===== src/hthp_pkg.sv =====
package hthp_pkg;

  localparam int IMAGE_BYTES  = 512;
  localparam int PATCH_OFFSET = 68;
  localparam int PATCH_LEN    = 12;

  localparam logic [15:0] LINE_MAX = 16'd65534;
  localparam logic [7:0]  CHAR_NL  = 8'h0A;

  typedef enum logic [1:0] {
    KIND_DATA    = 2'd0,
    KIND_ERROR   = 2'd1,
    KIND_SUMMARY = 2'd2
  } kind_t;

  typedef enum logic {
    CFG_LOAD_SIZE = 1'b0,
    CFG_TEXT_BASE = 1'b1
  } cfg_reg_t;

  typedef struct packed {
    logic [7:0] text_char;
    logic       end_of_text;
  } in_item_t;

  typedef struct packed {
    kind_t       kind;
    logic [7:0]  out_byte;
    logic [8:0]  byte_index;
    logic [15:0] line_number;
    logic [9:0]  byte_total;
    logic        overflow;
    logic        last;
  } out_item_t;

  // All results one character causes, queued for the output stage.
  typedef struct packed {
    logic [2:0]       n_data;
    logic             err;
    logic             summ;
    logic [3:0][7:0]  bytes;
    logic [9:0]       base;
    logic [15:0]      line_a;
    logic [15:0]      line_b;
    logic [9:0]       total_b;
    logic             drop_a;
    logic             drop_b;
  } batch_t;

  function automatic logic [4:0] hex_decode(input logic [7:0] c);
    logic [7:0] v;
    v = 8'd0;
    if (c >= "0" && c <= "9") begin
      v = c - 8'h30;
      return {1'b1, v[3:0]};
    end
    if (c >= "a" && c <= "f") begin
      v = c - 8'h57;
      return {1'b1, v[3:0]};
    end
    if (c >= "A" && c <= "F") begin
      v = c - 8'h37;
      return {1'b1, v[3:0]};
    end
    return 5'd0;
  endfunction

  function automatic logic [7:0] patch_byte(input logic [9:0] pos, input logic [7:0] b,
                                            input logic [31:0] load_size,
                                            input logic [31:0] text_base);
    logic [9:0]  rel;
    logic [31:0] word;
    rel  = pos - 10'(PATCH_OFFSET);
    word = (rel < 10'd4) ? load_size : text_base;
    if (pos >= 10'(PATCH_OFFSET) && rel < 10'(PATCH_LEN)) begin
      return word[{rel[1:0], 3'b000} +: 8];
    end
    return b;
  endfunction

endpackage


===== src/hex_text_header_parser.sv =====
// Hex text header parser.
// Input channel (in_valid/in_ready/in_data) takes one text character per
// transaction. Hex digits build a token; the first other character ends it
// and the rest of the line is skipped. Tokens of 2, 4 or 8 digits yield 1, 2
// or 4 image bytes, low byte first; other lengths yield a line error. A
// character flagged end_of_text is followed by an end summary.
// Output channel (out_valid/out_ready/out_data) gives one result per
// transaction; last marks the final result of a character.
// Config channel (cfg_valid/cfg_ready/cfg_index/cfg_data) is always ready
// and writes load_size or text_base; write only while idle.
// A character's results are queued in the batch register when it is
// accepted; the single output register then drains them one per cycle
// while the receiver is ready. A new character is accepted once the last
// queued result moves to the output register, or at once if none.
// A stalled receiver holds the output register; one character's results
// stay queued behind it and further characters wait.
// Reset clears parser state, counters and both config registers.
module hex_text_header_parser
  import hthp_pkg::*;
(
  input  logic        clk,
  input  logic        rst,
  input  logic        in_valid,
  output logic        in_ready,
  input  in_item_t    in_data,
  output logic        out_valid,
  input  logic        out_ready,
  output out_item_t   out_data,
  input  logic        cfg_valid,
  output logic        cfg_ready,
  input  cfg_reg_t    cfg_index,
  input  logic [31:0] cfg_data
);

  logic [31:0] load_size;
  logic [31:0] text_base;

  logic [31:0] token_value, token_value_next;
  logic [3:0]  digit_count, digit_count_next;
  logic        skipping_line, skipping_line_next;
  logic [15:0] line_count, line_count_next;
  logic [9:0]  bytes_done, bytes_done_next;
  logic        dropped_flag, dropped_flag_next;

  logic        accept;
  logic [4:0]  hex;
  logic        ended;
  logic        good_len;
  logic [2:0]  nbytes;
  logic [9:0]  room;
  logic        drop_now;
  logic        is_nl;
  logic [15:0] line_nl;
  batch_t      batch;

  assign cfg_ready = 1'b1;
  assign accept    = in_valid && in_ready;

  always_comb begin
    hex      = hex_decode(in_data.text_char);
    ended    = !skipping_line && !hex[4];
    good_len = (digit_count == 4'd2) || (digit_count == 4'd4) || (digit_count == 4'd8);
    nbytes   = (ended && good_len) ? digit_count[3:1] : 3'd0;
    room     = 10'(IMAGE_BYTES) - bytes_done;
    drop_now = {7'd0, nbytes} > room;
    is_nl    = (in_data.text_char == CHAR_NL);
    line_nl  = (is_nl && line_count < LINE_MAX) ? line_count + 16'd1 : line_count;

    batch.n_data = drop_now ? room[2:0] : nbytes;
    batch.err    = ended && !good_len && digit_count != 4'd0;
    batch.summ   = in_data.end_of_text;
    for (int i = 0; i < 4; i++) begin
      batch.bytes[i] = patch_byte(bytes_done + 10'(i), token_value[8*i +: 8],
                                  load_size, text_base);
    end
    batch.base    = bytes_done;
    batch.line_a  = line_count + 16'd1;
    batch.line_b  = line_nl + 16'd1;
    batch.total_b = bytes_done + {7'd0, batch.n_data};
    batch.drop_a  = dropped_flag;
    batch.drop_b  = dropped_flag || drop_now;
  end

  always_comb begin
    token_value_next   = token_value;
    digit_count_next   = digit_count;
    skipping_line_next = skipping_line;
    line_count_next    = line_nl;
    bytes_done_next    = batch.total_b;
    dropped_flag_next  = batch.drop_b;
    if (!skipping_line && hex[4]) begin
      token_value_next = {token_value[27:0], hex[3:0]};
      if (digit_count != 4'd15) begin
        digit_count_next = digit_count + 4'd1;
      end
    end else if (ended) begin
      token_value_next   = token_value >> {nbytes, 3'b000};
      digit_count_next   = 4'd0;
      skipping_line_next = 1'b1;
    end
    if (is_nl) begin
      skipping_line_next = 1'b0;
      token_value_next   = 32'd0;
    end
    if (in_data.end_of_text) begin
      token_value_next   = 32'd0;
      digit_count_next   = 4'd0;
      skipping_line_next = 1'b0;
      line_count_next    = 16'd0;
      bytes_done_next    = 10'd0;
      dropped_flag_next  = 1'b0;
    end
  end

  always_ff @(posedge clk) begin
    if (rst) begin
      token_value   <= 32'd0;
      digit_count   <= 4'd0;
      skipping_line <= 1'b0;
      line_count    <= 16'd0;
      bytes_done    <= 10'd0;
      dropped_flag  <= 1'b0;
    end else if (accept) begin
      token_value   <= token_value_next;
      digit_count   <= digit_count_next;
      skipping_line <= skipping_line_next;
      line_count    <= line_count_next;
      bytes_done    <= bytes_done_next;
      dropped_flag  <= dropped_flag_next;
    end
  end

  always_ff @(posedge clk) begin
    if (rst) begin
      load_size <= 32'd0;
      text_base <= 32'd0;
    end else if (cfg_valid && cfg_ready) begin
      case (cfg_index)
        CFG_LOAD_SIZE: load_size <= cfg_data;
        CFG_TEXT_BASE: text_base <= cfg_data;
        default: ;
      endcase
    end
  end

  hthp_emit u_emit (
    .clk       (clk),
    .rst       (rst),
    .load      (accept),
    .batch_in  (batch),
    .free      (in_ready),
    .out_valid (out_valid),
    .out_ready (out_ready),
    .out_data  (out_data)
  );

endmodule


===== src/hthp_emit.sv =====
module hthp_emit
  import hthp_pkg::*;
(
  input  logic      clk,
  input  logic      rst,
  input  logic      load,
  input  batch_t    batch_in,
  output logic      free,
  output logic      out_valid,
  input  logic      out_ready,
  output out_item_t out_data
);

  batch_t    batch;
  logic [2:0] len;
  logic [2:0] ptr;
  logic       has;
  logic       out_move;
  logic       pop;
  logic [9:0] pos;
  out_item_t  res;

  assign has      = (ptr != len);
  assign out_move = !out_valid || out_ready;
  assign pop      = has && out_move;
  assign free     = !has || (pop && (ptr + 3'd1 == len));
  assign pos      = batch.base + 10'(ptr);

  always_comb begin
    res             = '0;
    res.line_number = batch.line_a;
    res.overflow    = batch.drop_a;
    res.last        = (ptr + 3'd1 == len);
    if (ptr < batch.n_data) begin
      res.kind       = KIND_DATA;
      res.out_byte   = batch.bytes[ptr[1:0]];
      res.byte_index = pos[8:0];
      res.byte_total = pos + 10'd1;
    end else if (batch.err && ptr == batch.n_data) begin
      res.kind       = KIND_ERROR;
      res.byte_total = batch.base;
    end else begin
      res.kind        = KIND_SUMMARY;
      res.line_number = batch.line_b;
      res.byte_total  = batch.total_b;
      res.overflow    = batch.drop_b;
    end
  end

  always_ff @(posedge clk) begin
    if (rst) begin
      ptr <= 3'd0;
      len <= 3'd0;
    end else if (load) begin
      ptr <= 3'd0;
      len <= batch_in.n_data + 3'(batch_in.err) + 3'(batch_in.summ);
    end else if (pop) begin
      ptr <= ptr + 3'd1;
    end
  end

  always_ff @(posedge clk) begin
    if (load) begin
      batch <= batch_in;
    end
  end

  always_ff @(posedge clk) begin
    if (rst) begin
      out_valid <= 1'b0;
    end else if (pop) begin
      out_valid <= 1'b1;
    end else if (out_ready) begin
      out_valid <= 1'b0;
    end
  end

  always_ff @(posedge clk) begin
    if (pop) begin
      out_data <= res;
    end
  end

endmodule


===== config.mk =====
export PLATFORM = sky130hd
export DESIGN_NAME = hex_text_header_parser
export DESIGN_NICKNAME = d
export VERILOG_FILES = /design/src/hthp_pkg.sv /design/src/hex_text_header_parser.sv /design/src/hthp_emit.sv
export SDC_FILE = /design/constraint.sdc
export NUM_CORES = 1
export LEC_CHECK = 0
export ABC_AREA = 1
export ABC_CLOCK_PERIOD_IN_PS = 8400
export BUFFER_PORTS_ARGS = -buffer_cell sky130_fd_sc_hd__buf_2
export CAP_MARGIN = 20
export CORE_MARGIN = 4
export CORE_UTILIZATION = 40
export DETAILED_ROUTE_END_ITERATION = 10
export SLEW_MARGIN = 20
export SYNTH_ARGS = -nofsm -noshare
export SYNTH_HDL_FRONTEND = slang
export SYNTH_SLANG_ARGS = --single-unit

===== constraint.sdc =====
create_clock -name clk -period 8.4 [get_ports clk]
set_input_delay 2.52 -clock clk [delete_from_list [all_inputs] [get_ports clk]]
set_output_delay 2.52 -clock clk [all_outputs]
set_load 0.01 [all_outputs]

Word-level counts from Yosys, hierarchy flattened. Cells that the tools add are included.

Register bits after elaboration: 272. Output and inout port bits: 50. Word-level logic and storage cells: 183.

Add/sub/neg operators: 20. Order comparisons: 22. Equality and inequality tests: 10. Shift-type cells: 5. Mux-type cells: 57. Bitwise logic cells: 1. Reductions and logical operators: 38.

Operators by type and width (count): two-way mux 32 bit (8); indexed part select 32 x 6 -> 8 bit (4); two-way mux 8 bit (9); two-way mux 16 bit (4); greater-or-equal comparator 10 x 7 -> 1 bit (second input constant) (4); less-than comparator 10 x 3 -> 1 bit (second input constant) (4); less-than comparator 10 x 4 -> 1 bit (second input constant) (4); subtractor 10 x 7 -> 10 bit (second input constant) (4); adder 16 x 1 -> 16 bit (second input constant) (2); >> shifter 32 x 6 -> 32 bit (1); two-way mux 10 bit (3); two-way mux 5 bit (6); adder 10 x 1 -> 10 bit (second input constant) (2); adder 10 x 2 -> 10 bit (second input constant) (2); adder 10 x 3 -> 10 bit (2); two-way mux 1 bit (19); logical AND 1 bit (17); binary-select mux 8 bit (select 2 bit) (1); greater-or-equal comparator 8 x 7 -> 1 bit (second input constant) (2); <= comparator 8 x 7 -> 1 bit (second input constant) (2); less-than comparator 16 bit (second input constant) (1); two-way mux 4 bit (4); greater-than comparator 3 x 10 -> 1 bit (1); subtractor 10 bit (first input constant) (1); other kinds (29) (46).

Longest topological paths before layout. Gate-level depths: netlist (run 1).

Depth after elaboration: 18. Gate-level depth with buffers: 31.

Cells and area by module. A second synthesis (run 1) with hierarchy kept.

Cells, all modules: 2232. Area, all modules: 16397.0 sq um.

Modules (own cells, without submodules): hex_text_header_parser (instances 1, cells each 1775, area each 10566.4 sq um); hthp_emit (instances 1, cells each 457, area each 5830.6 sq um).

Worst setup path after synthesis (run 1). Ideal clock, no wire load.

Path kind: in2reg. From: input in_data[1] (netlist name). To: register u_emit.batch[8] (netlist name), data pin. Setup time: 265 ps. Data arrival time: 5801 ps. Required time: 8135 ps. Slack: 2334 ps. Stages: 28. Path buffers: 1. Path through: inv_1 ha_1 o21ai_1 nand2_1 nand2_1 nand2_1 nand2_2 inv_1 nor2_1 nand3_1 inv_1 buf_2 ha_1 inv_1 nor2_1 o21ai_0 nand2_1 o21ai_0 nor2_1 nand2_1 o21ai_0 inv_1 ha_1 inv_1 fa_1 o21ai_0 nand2_1 xor2_1.

RTL lines: from (decl) (RTL line hex_text_header_parser.sv:25) `input in_item_t in_data,`; to (signal assigned) (RTL line hthp_emit.sv:64) `batch <= batch_in;`; to (decl) (RTL line hthp_emit.sv:14) `batch_t batch;`.

==> flow_metrics.py, run 1 <==
metrics = {
    "worst_setup_path": {
        "reg2reg_to": "bytes_done[6]",
        "cpMostUsedCell": "nand2_1",
        "worstPathRequired_ns": 8.83,
        "critPathKind": "primary input to flop",
        "max_stage_delay_ns": 0.48,
        "cp.arrival_ns": 7.14,
        "worstReg2RegStart": "digit_count[1]",
        "ff2ff_setup_slack_ns": 3.18,
        "reg2reg_depth": 22,
        "critPathLaunchType": "primary input",
        "slowest_stage": "nor2_1",
        "cp_max_fo": 17,
        "worst_setup_path_end_kind": "flop",
    },
    "routing": {
        "ant_nets": 0,
        "vias_per_cell": 5.298,
        "num_vias": 14410,
        "initialDrtViolationCount": 1273,
        "avgRoutedWirePerCell_microns": 16.72,
        "drt-total-wl_microns": 45490,
        "drc": 0,
        "firstDrtPassIters": 6,
    },
    "timing": {
        "post-route-min-period_ns": 6.708,
        "finalClockSkew_ns": 0.009273,
        "tightest_slew_ns": 1.081,
        "rsz0062_at_grt": "false",
        "finalSetupViolations": 0,
        "period_share_pct": 79.86,
        "slew_viol_final": 0,
        "holdWs_ns": 0.4633,
        "fmax_mhz": 149.1,
        "relSlewSlack_pct": 27.76,
        "hold_viol": 0,
        "setup-tns-final_ns": 0,
    },
    "clocking": {
        "clock_path_buffers": 3,
        "clkSinkCount": 272,
        "cts_hold_buf": 0,
        "cts.htree.levels": 1,
        "numCtsBuffers": 31,
        "cts-root-buf": "clkbuf_16",
        "cts_resized": 0,
        "clk_pin_slew_ns": 0.06,
        "cts_setup_buffers": 0,
        "clk_latency_ns": 0.57,
        "tritoncts": "yes",
    },
    "logic_synthesis": {
        "synthesis.nets": 2219,
        "ys_ff_latch": 272,
        "syn_area_per_cell_sq_um": 7.413,
        "yosysWarnings": 0,
        "ys_seq_area_share_pct": 42.95,
        "syn-instance-count": 2141,
        "yosysUniqueCellTypes": 50,
        "synth_area_sq_mm": 0.01587,
    },
    "global_routing": {
        "grt.busiest_layer": "met2",
        "use_met1_pct": 27.96,
        "globalRouteTotalUtil_pct": 20.31,
        "grt_pass1_wl_microns": 72580,
        "grt_util_met2_pct": 32.68,
        "grt_pass1_vias": 13390,
        "grt_max_degree": 89,
        "antenna_found_initial": 2,
        "overflow": 0,
        "grt_use_met3_pct": 2.542,
    },
    "final_layout": {
        "nets": 2255,
        "nFillCells": 3944,
        "drive_gt1_share_pct": 10.08,
        "syn2layout_area_growth_pct": 11.08,
        "final_common_cell": "nand2_1",
        "layout_common_cells": "nand2_1, nand3_1, inv_1",
        "stdcell_area_sq_mm": 0.01763,
        "diodes": 0,
    },
    "placement": {
        "placed_cell_area_sq_mm": 0.01655,
        "dp_hpwl_microns": 31570,
        "port_buffers": 95,
        "gp_congestion": 0.9057,
    },
    "power_and_ir_drop": {
        "ir_worst_vdd_mv": 0.1875,
        "p_leak_nw": 7.543,
        "powerDensity_mw_per_mm2": 262.9,
    },
    "worst_hold_path": {
        "hold_path_depth": 0,
        "hp-start": "dropped_flag",
        "min_path_type": "flop to flop",
        "holdPathEnd": "u_emit.batch[1]",
    },
    "floorplanning": {
        "num_rows": 72,
        "ios": 97,
        "dieArea_sq_mm": 0.04293,
        "dieWidth_microns": 207.2,
        "start_util_pct": 40.78,
        "fp.dieH_microns": 207.2,
        "core_sq_mm": 0.03892,
    },
    "status": {
        "status": "complete, no violations",
    },
    "run": {
        "drv_cap": 0,
    },
}
-- worst max path at each step --
stage	from	to	slack, ns
after floorplan	in_data[1]	u_emit.batch[8]	2.33
after global routing	in_data[1]	bytes_done[8]	1.14
after global placement	in_data[1]	bytes_done[8]	1.23
final	in_data[1]	bytes_done[6]	1.69
after detailed placement	in_data[1]	bytes_done[6]	1.10
after CTS	in_data[1]	bytes_done[6]	1.70
-- layout make-up --
class / instances / area [sq um] / share of cell area (%)
clock buffers: 41 / 863.3 / 4.897
clock inverters: 17 / 178.9 / 1.015
inverters: 215 / 808.3 / 4.585
multi-input cells: 1543 / 7675 / 43.53
flip-flops and latches: 272 / 6818 / 38.67
well taps: 518 / 648.1 / 3.676
repair buffers: 114 / 638.1 / 3.620
-- metrics by stage --
stage,cells,power (mW),setup slack [ns],util (%)
after floorplan,2141,2.877,2.334,-
after global placement,2661,3.272,1.229,42.53
after detailed placement,2661,3.290,1.102,42.53
after CTS,2719,4.666,1.695,45.20
after global routing,2720,4.907,1.138,45.30
final,2720,4.634,1.692,45.30
-- registers in the layout (all words and copies together), names as in the netlist --
register,count
digit_count,4
token_value,32
u_emit.batch,90
skipping_line,1
u_emit.len,3
u_emit.out_data,47
bytes_done,10
load_size,32
line_count,16
dropped_flag,1
u_emit.ptr,3
text_base,32
u_emit.out_valid,1
-- layer usage --
metal / wire length [microns] / vias to the layer above
li1: - / 7236
met1: 20150 / 6576
met2: 20580 / 493
met3: 2702 / 103
met4: 2047 / 2
met5: 13 / -
-- cells by family (layout without fill, tap and decap cells) --
group	after synthesis	in the layout	share of synthesized area, %
AND/OR/NAND/NOR	1024	1024	28.36
XOR/XNOR	52	52	2.869
AO/OA/AOI/OAI	435	435	14.39
other	1	1	0.02363
flip-flops	272	272	42.95
buffers and inverters	326	387	8.829
adder cells (fa/ha/maj)	31	31	2.586
-- worst max-delay path, delay by kind of cell --
family | cells | cell delay [ns]
fa+ha+maj | 4 | 1.13
buf+inv | 7 | 0.93
xor+xnor | 1 | 0.17
simple gates | 12 | 1.47
compound gates | 6 | 0.92
-- synth_stat cells (all sizes together) --
cell type,instances,area [sq um]
a22oi,8,60.06
inv,208,780.8
buf,67,429.2
conb,1,3.750
o211ai,10,80.07
and2,2,12.51
a21oi,180,900.9
nor3,18,126.4
nor2,135,576.8
clkbuf,44,165.2
edfxtp,137,4114
nand3b,3,22.52
xor2,47,411.6
a32o,1,10.01
dfxtp,135,2703
nor3b,3,27.52
o21bai,2,26.28
nand3,262,1331
and3,2,12.51
nand4,25,175.2
a31oi,1,6.260
xnor2,5,43.79
a211oi,1,7.510
clkinv,7,26.28
fa,3,60.06
o21a,1,7.510
nand2,569,2185
or2,4,25.02
nor4,1,6.260
o21ai,214,1079
o22ai,17,106.4
ha,28,350.3
-- where the power goes --
part	total, mW	switching [mW]	internal [mW]
Clock	1.37	0.556	0.814
Sequential	2.06	0.127	1.93
Combinational	1.21	0.868	0.338
Total	4.63	1.55	3.08
Note: power is estimated with default switching activity, not from simulation.
==> run 2, diff against run 1 <==
--- a/config.mk
+++ b/config.mk
@@ -6,7 +6,7 @@
 export NUM_CORES = 1
 export LEC_CHECK = 0
 export ABC_AREA = 1
-export ABC_CLOCK_PERIOD_IN_PS = 8400
+export ABC_CLOCK_PERIOD_IN_PS = 5440
 export BUFFER_PORTS_ARGS = -buffer_cell sky130_fd_sc_hd__buf_2
 export CAP_MARGIN = 20
 export CORE_MARGIN = 4
==> constraint.sdc (replaced) <==
create_clock -name clk -period 5.44 [get_ports clk]
set_input_delay 1.632 -clock clk [delete_from_list [all_inputs] [get_ports clk]]
set_output_delay 1.632 -clock clk [all_outputs]
set_load 0.01 [all_outputs]
==> run 2 against run 1 <==
  * First-iteration DRC count up 8.6%
  * Final cell count grew 0.40%
  * Register-to-register slack got worse by 2.3 ns
  * Global-route usage increased by 0.16 points
  * Critical path depth up 1
  * Combinational power increased by 56%
  * Critical path type unchanged
==> flow_metrics.py, run 2 (same netlist as run 1, synthesis figures left out) <==
metrics = {
    "worst_setup_path": {
        "reg2reg_depth": 24,
        "worstPathRequired_ns": 5.89,
        "critPathLaunchType": "primary input",
        "slowest_stage": "fa_1",
        "cp_top_family": "adder cells",
        "crit_buf_inv": 8,
        "crit_cells": 31,
        "critPathKind": "primary input to flop",
        "cpMostUsedCell": "nand2_1",
        "cp.arrival_ns": 5.33,
        "max_stage_delay_ns": 0.40,
        "worstReg2RegStart": "digit_count[1]",
        "reg2reg_to": "bytes_done[8]",
        "worst_setup_path_end_kind": "flop",
        "ff2ff_setup_slack_ns": 0.93,
        "cp_max_fo": 6,
    },
    "timing": {
        "relSlewSlack_pct": 27.89,
        "hold_viol": 0,
        "period_share_pct": 89.65,
        "setup_slack_ns": 0.5632,
        "finalSetupViolations": 0,
        "rsz0062_at_grt": "false",
        "post-route-min-period_ns": 4.877,
        "slew_viol_final": 0,
        "setup-tns-final_ns": 0,
        "tightest_slew_ns": 1.079,
        "fmax_mhz": 205.1,
        "finalClockSkew_ns": 0.01300,
    },
    "clocking": {
        "clk_latency_ns": 0.58,
        "cts-root-buf": "clkbuf_16",
        "cts_resized": 0,
        "clock_path_buffers": 3,
        "tritoncts": "yes",
        "numCtsBuffers": 31,
        "cts.htree.levels": 1,
        "clk_pin_slew_ns": 0.06,
        "cts_setup_buffers": 0,
        "cts_hold_buf": 0,
        "clkSinkCount": 272,
    },
    "final_layout": {
        "largest_reg_flops": 90,
        "seqCellArea_sq_mm": 0.006818,
        "reg.largest.list": "u_emit.batch: 90 flops, u_emit.out_data: 47 flops",
        "syn2layout_area_growth_pct": 12.12,
        "multi_input_area_sq_mm": 0.007684,
        "top_register": "u_emit.batch",
        "post-route-util_pct": 45.73,
        "final_common_cell": "nand2_1",
        "nets": 2266,
        "diodes": 0,
        "stdcell_area_sq_mm": 0.01780,
        "nFillCells": 3895,
        "layout_common_cells": "nand2_1, nand3_1, inv_1",
        "drive_gt1_share_pct": 10.71,
    },
    "routing": {
        "drc": 0,
        "vias_per_cell": 5.298,
        "ant_nets": 0,
        "initialDrtViolationCount": 1382,
        "num_vias": 14470,
        "avgRoutedWirePerCell_microns": 16.72,
        "drt-total-wl_microns": 45660,
        "firstDrtPassIters": 5,
    },
    "worst_hold_path": {
        "hp-start": "dropped_flag",
        "holdPathEnd": "u_emit.batch[1]",
        "hold_path_depth": 0,
        "min_path_type": "flop to flop",
    },
    "power_and_ir_drop": {
        "ir_worst_vdd_mv": 0.4228,
        "power.total_mw": 7.374,
        "p_leak_nw": 7.651,
        "powerDensity_mw_per_mm2": 414.4,
    },
    "global_routing": {
        "overflow": 0,
        "grt_pass1_wl_microns": 72790,
        "antenna_found_initial": 0,
        "grt_pass1_vias": 13520,
        "globalRouteTotalUtil_pct": 20.47,
        "grt_max_degree": 83,
    },
    "placement": {
        "pre_cts_slack_ns": -0.05045,
        "placed_cell_area_sq_mm": 0.01665,
        "port_buffers": 95,
        "gp_congestion": 0.8879,
        "dp_hpwl_microns": 31450,
    },
    "floorplanning": {
        "core_sq_mm": 0.03892,
        "dieArea_sq_mm": 0.04293,
        "fp.dieH_microns": 207.2,
        "ios": 97,
        "dieWidth_microns": 207.2,
        "num_rows": 72,
        "start_util_pct": 40.78,
    },
    "status": {
        "status": "complete, no violations",
    },
    "run": {
        "drv_cap": 0,
    },
}
run 2: cell types whose count changed in the layout (fill, tap and decap cells not counted), moves of 2 or more:
| cell | delta |
|---|---|
| buf_4 | +12 |
| bufinv_16 | +4 |
| clkbuf_1 | -2 |
| clkbuf_8 | -3 |
| clkinv_1 | -2 |
| clkinv_4 | +2 |
run 2: how the worst max path moves through the flow:
| stage | start | to | slack (ns) |
|---|---|---|---|
| after detailed placement | in_data[1] | bytes_done[8] | -0.05 |
| after global placement | in_data[1] | u_emit.batch[10] | 0.05 |
| after floorplan | in_data[1] | u_emit.batch[8] | 0.26 |
| after global routing | in_data[1] | bytes_done[6] | 0.12 |
| after CTS | in_data[1] | bytes_done[8] | 0.57 |
| final | in_data[1] | bytes_done[8] | 0.56 |
run 2: power breakdown:
group | switching [mW] | total [mW] | internal, mW
clock | 0.892 | 2.31 | 1.41
combinational | 1.37 | 1.89 | 0.519
sequential | 0.190 | 3.17 | 2.98
total | 2.46 | 7.37 | 4.92
run 2: metal layers:
metal / vias to the layer above / wire length, microns / GRT usage (%)
li1: 7236 / - / -
met1: 6596 / 19960 / 27.60
met2: 516 / 20750 / 32.94
met3: 122 / 2933 / 3.071
met4: 0 / 2011 / 8.755
met5: - / 0 / 0
run 2: area by class of cell:
| cell class | count | share of cell area, % |
|---|---|---|
| multi-input combinational | 1543 | 43.18 |
| sequential | 272 | 38.31 |
| clock buffer | 36 | 4.577 |
| inverter | 215 | 4.542 |
| timing repair buffer | 125 | 3.937 |
| tap | 518 | 3.642 |
| clock inverter | 22 | 1.814 |
run 2: metrics by stage:
stage	hold WS [ns]	instances
2_1_floorplan	0.4095	2141
3_3_place_gp	0.4670	2673
3_5_place_dp	0.4671	2673
4_1_cts	0.4821	2731
5_1_grt	0.5093	2731
6_report	0.4773	2731
run 2: worst register-to-register path, stage by stage, from the launching register on:
cell	delay, ns
dfxtp_1	0.71
ha_1	0.29
nand3_1	0.10
a21oi_1	0.53
nand3_1	0.17
inv_1	0.11
ha_1	0.24
inv_1	0.06
nor2_1	0.03
o21ai_0	0.19
nand2_1	0.07
o21ai_0	0.08
nor2_1	0.07
nand2_1	0.14
o21ai_0	0.10
inv_1	0.15
ha_1	0.18
inv_1	0.06
fa_1	0.40
o21ai_0	0.20
buf_4	0.15
nand2_1	0.05
xor2_1	0.16
nand2_1	0.07
o21ai_0	0.07
==> run 3, diff against run 2 <==
--- a/config.mk
+++ b/config.mk
@@ -5,13 +5,13 @@
 export SDC_FILE = /design/constraint.sdc
 export NUM_CORES = 1
 export LEC_CHECK = 0
-export ABC_AREA = 1
 export ABC_CLOCK_PERIOD_IN_PS = 5440
 export BUFFER_PORTS_ARGS = -buffer_cell sky130_fd_sc_hd__buf_2
 export CAP_MARGIN = 20
 export CORE_MARGIN = 4
 export CORE_UTILIZATION = 40
 export DETAILED_ROUTE_END_ITERATION = 10
+export REMOVE_ABC_BUFFERS = 1
 export SLEW_MARGIN = 20
 export SYNTH_ARGS = -nofsm -noshare
 export SYNTH_HDL_FRONTEND = slang
==> run 3 against run 2 <==
  * Largest power group unchanged
  * Final area decreased by 2.7%
  * Combinational power decreased by 22%
  * Global-route usage decreased by 1.4 points
  * Largest cell class unchanged
  * Setup slack got worse by 0.24 ns
  * Power decreased by 14%
  * Critical path depth decreased by 8
==> flow_metrics.py, run 3 <==
metrics = {
    "clocking": {
        "clk_latency_ns": 0.57,
        "cts_resized": 0,
        "numCtsBuffers": 30,
        "cts_setup_buffers": 0,
        "cts-root-buf": "clkbuf_16",
        "clk_pin_slew_ns": 0.06,
        "cts.htree.levels": 1,
        "tritoncts": "yes",
        "cts_hold_buf": 0,
        "clkSinkCount": 272,
        "clock_path_buffers": 3,
    },
    "worst_setup_path": {
        "critPathLaunchType": "primary input",
        "cp_max_fo": 3,
        "cp.arrival_ns": 5.57,
        "worst_setup_path_end_kind": "flop",
        "worstPathRequired_ns": 5.90,
        "ff2ff_setup_slack_ns": 1.04,
        "critPathKind": "primary input to flop",
    },
    "logic_synthesis": {
        "synth_top_area_share_pct": 26.72,
        "yosysWarnings": 0,
        "ys_seq_area_share_pct": 44.27,
        "yosys.area.top_type": "edfxtp_1",
        "synthTopCellsByCount": "nand2_1, edfxtp_1, dfxtp_1",
        "syn-instance-count": 1530,
        "yosysUniqueCellTypes": 93,
        "synth_edf_count": 137,
        "syn_area_per_cell_sq_um": 10.06,
        "synthArstFlopShare_pct": 0,
        "synth_ff_type": "edfxtp_1",
        "ys_ff_latch": 272,
        "ys_top_cells_by_area": "edfxtp_1, dfxtp_1, nand2_1, mux4_2, mux2i_1",
        "yosys.cell_count.top_type": "nand2_1",
        "synth_area_sq_mm": 0.01540,
    },
    "final_layout": {
        "post-route-util_pct": 45.77,
        "syn2layout_area_growth_pct": 12.50,
        "drive_gt1_share_pct": 18.80,
        "stdcell_count": 2144,
        "nFillCells": 3634,
        "largest_reg_flops": 90,
        "diodes": 0,
        "final_common_cell": "nand2_1",
        "nets": 1687,
        "reg.largest.list": "u_emit.batch: 90 flops, u_emit.out_data: 47 flops",
        "top_register": "u_emit.batch",
        "layout_common_cells": "nand2_1, edfxtp_1, dfxtp_1",
    },
    "floorplanning": {
        "dieWidth_microns": 204.2,
        "start_util_pct": 40.68,
        "ios": 97,
        "core_sq_mm": 0.03784,
        "num_rows": 71,
        "dieArea_sq_mm": 0.04169,
        "fp.dieH_microns": 204.2,
    },
    "timing": {
        "period_share_pct": 94.05,
        "relSlewSlack_pct": 30.13,
        "post-route-min-period_ns": 5.116,
        "tightest_slew_ns": 1.048,
        "finalClockSkew_ns": 0.01353,
        "hold_viol": 0,
        "finalSetupViolations": 0,
        "fmax_mhz": 195.5,
        "slew_viol_final": 0,
        "holdWs_ns": 0.4476,
        "rsz0062_at_grt": "false",
        "setup-tns-final_ns": 0,
    },
    "routing": {
        "vias_per_cell": 5.624,
        "drt-total-wl_microns": 40390,
        "ant_nets": 0,
        "firstDrtPassIters": 5,
        "drc": 0,
        "avgRoutedWirePerCell_microns": 18.84,
        "initialDrtViolationCount": 924,
        "num_vias": 12060,
    },
    "global_routing": {
        "grt_max_degree": 71,
        "overflow": 0,
        "grt_pass1_wl_microns": 64920,
        "antenna_found_initial": 0,
        "grt_pass1_vias": 11720,
        "globalRouteTotalUtil_pct": 19.04,
    },
    "run": {
        "drv_cap": 0,
    },
    "placement": {
        "port_buffers": 95,
        "gp_congestion": 0.8900,
        "place_inst": 2088,
        "dp_hpwl_microns": 27590,
    },
    "worst_hold_path": {
        "min_path_type": "flop to flop",
    },
    "power_and_ir_drop": {
        "p_leak_nw": 6.371,
        "ir_worst_vdd_mv": 0.2893,
        "powerDensity_mw_per_mm2": 368.0,
    },
    "status": {
        "status": "complete, no violations",
    },
}
## run 3: cell count changes in the layout (fill, tap and decap cells not counted), moves of 18 or more
cell,before,now
xnor2_1,5,41
a31oi_1,1,20
and3_1,2,20
a21oi_1,180,105
o21ai_0,189,45
inv_1,199,23
a22o_1,0,38
mux2i_1,0,69
nand3_1,258,21
nor2_1,120,69
buf_4,30,59
nand2_1,558,289
mux4_2,0,40
## run 3: final cells by class
type                    instances  area (sq um)  share of cell area (%)
multi-input cells            1123          7923                   45.74
repair buffers                154         918.4                   5.302
well taps                     511         639.4                   3.691
flip-flops and latches        272          6817                   39.36
clock buffers                  44         854.6                   4.934
clock inverters                12         62.56                  0.3612
inverters                      28         106.4                  0.6140
## run 3: metal layers
| layer | wire length (microns) | global-route usage, % | up-vias |
|---|---|---|---|
| met5 | 0 | 0 | - |
| met4 | 1035 | 4.905 | 0 |
| met3 | 2167 | 2.237 | 75 |
| met2 | 18900 | 31.19 | 351 |
| met1 | 18290 | 27.02 | 5860 |
| li1 | - | - | 5772 |
## run 3: stage by stage
step,area [sq um],power [mW],setup slack [ns]
3_5_place_dp,16380,4.536,-0.3760
3_3_place_gp,16380,4.514,-0.2949
6_report,17320,6.373,0.3237
4_1_cts,17290,6.451,0.1892
2_1_floorplan,14780,3.931,-1.088
5_1_grt,17320,6.726,0.001518
## run 3: kinds of logic after synthesis
| family | Yosys count | synth area share (%) |
|---|---|---|
| muxes | 129 | 11.81 |
| xor gates and xnor gates | 77 | 4.470 |
| other | 1 | 0.02436 |
| DFF | 272 | 44.27 |
| and+or+nand+nor | 536 | 16.46 |
| buffers and inverters | 135 | 4.665 |
| AOI/OAI and AO/OA | 349 | 15.63 |
| adders and majority gates | 31 | 2.666 |
## run 3: worst paths after layout
kind,start,cells after the start,end
setup reg to reg,digit_count[1],23,bytes_done[8]
hold reg to reg,dropped_flag,0,u_emit.batch[1]
hold / removal,dropped_flag,0,u_emit.batch[1]
setup / recovery,in_data[2],23,bytes_done[8]
## run 3: power by group
group | internal, mW | switching, mW
Sequential | 2.82 | 0.177
Clock | 1.08 | 0.817
Combinational | 0.520 | 0.956
Total | 4.42 | 1.95
## run 3: critical path, stage by stage
cell	delay, ns
buf_2	0.10
inv_1	0.06
ha_1	0.19
nor3b_1	0.14
nor4bb_1	0.38
o21ai_1	0.21
nand4_1	0.14
inv_1	0.07
ha_1	0.30
nor2b_1	0.14
o21ai_2	0.13
o21ai_0	0.09
o211ai_1	0.23
a21o_1	0.16
mux2i_2	0.24
ha_1	0.19
inv_1	0.05
fa_1	0.39
nor2b_1	0.13
o21ai_1	0.11
nor2_1	0.17
xor2_1	0.10
a22o_1	0.22
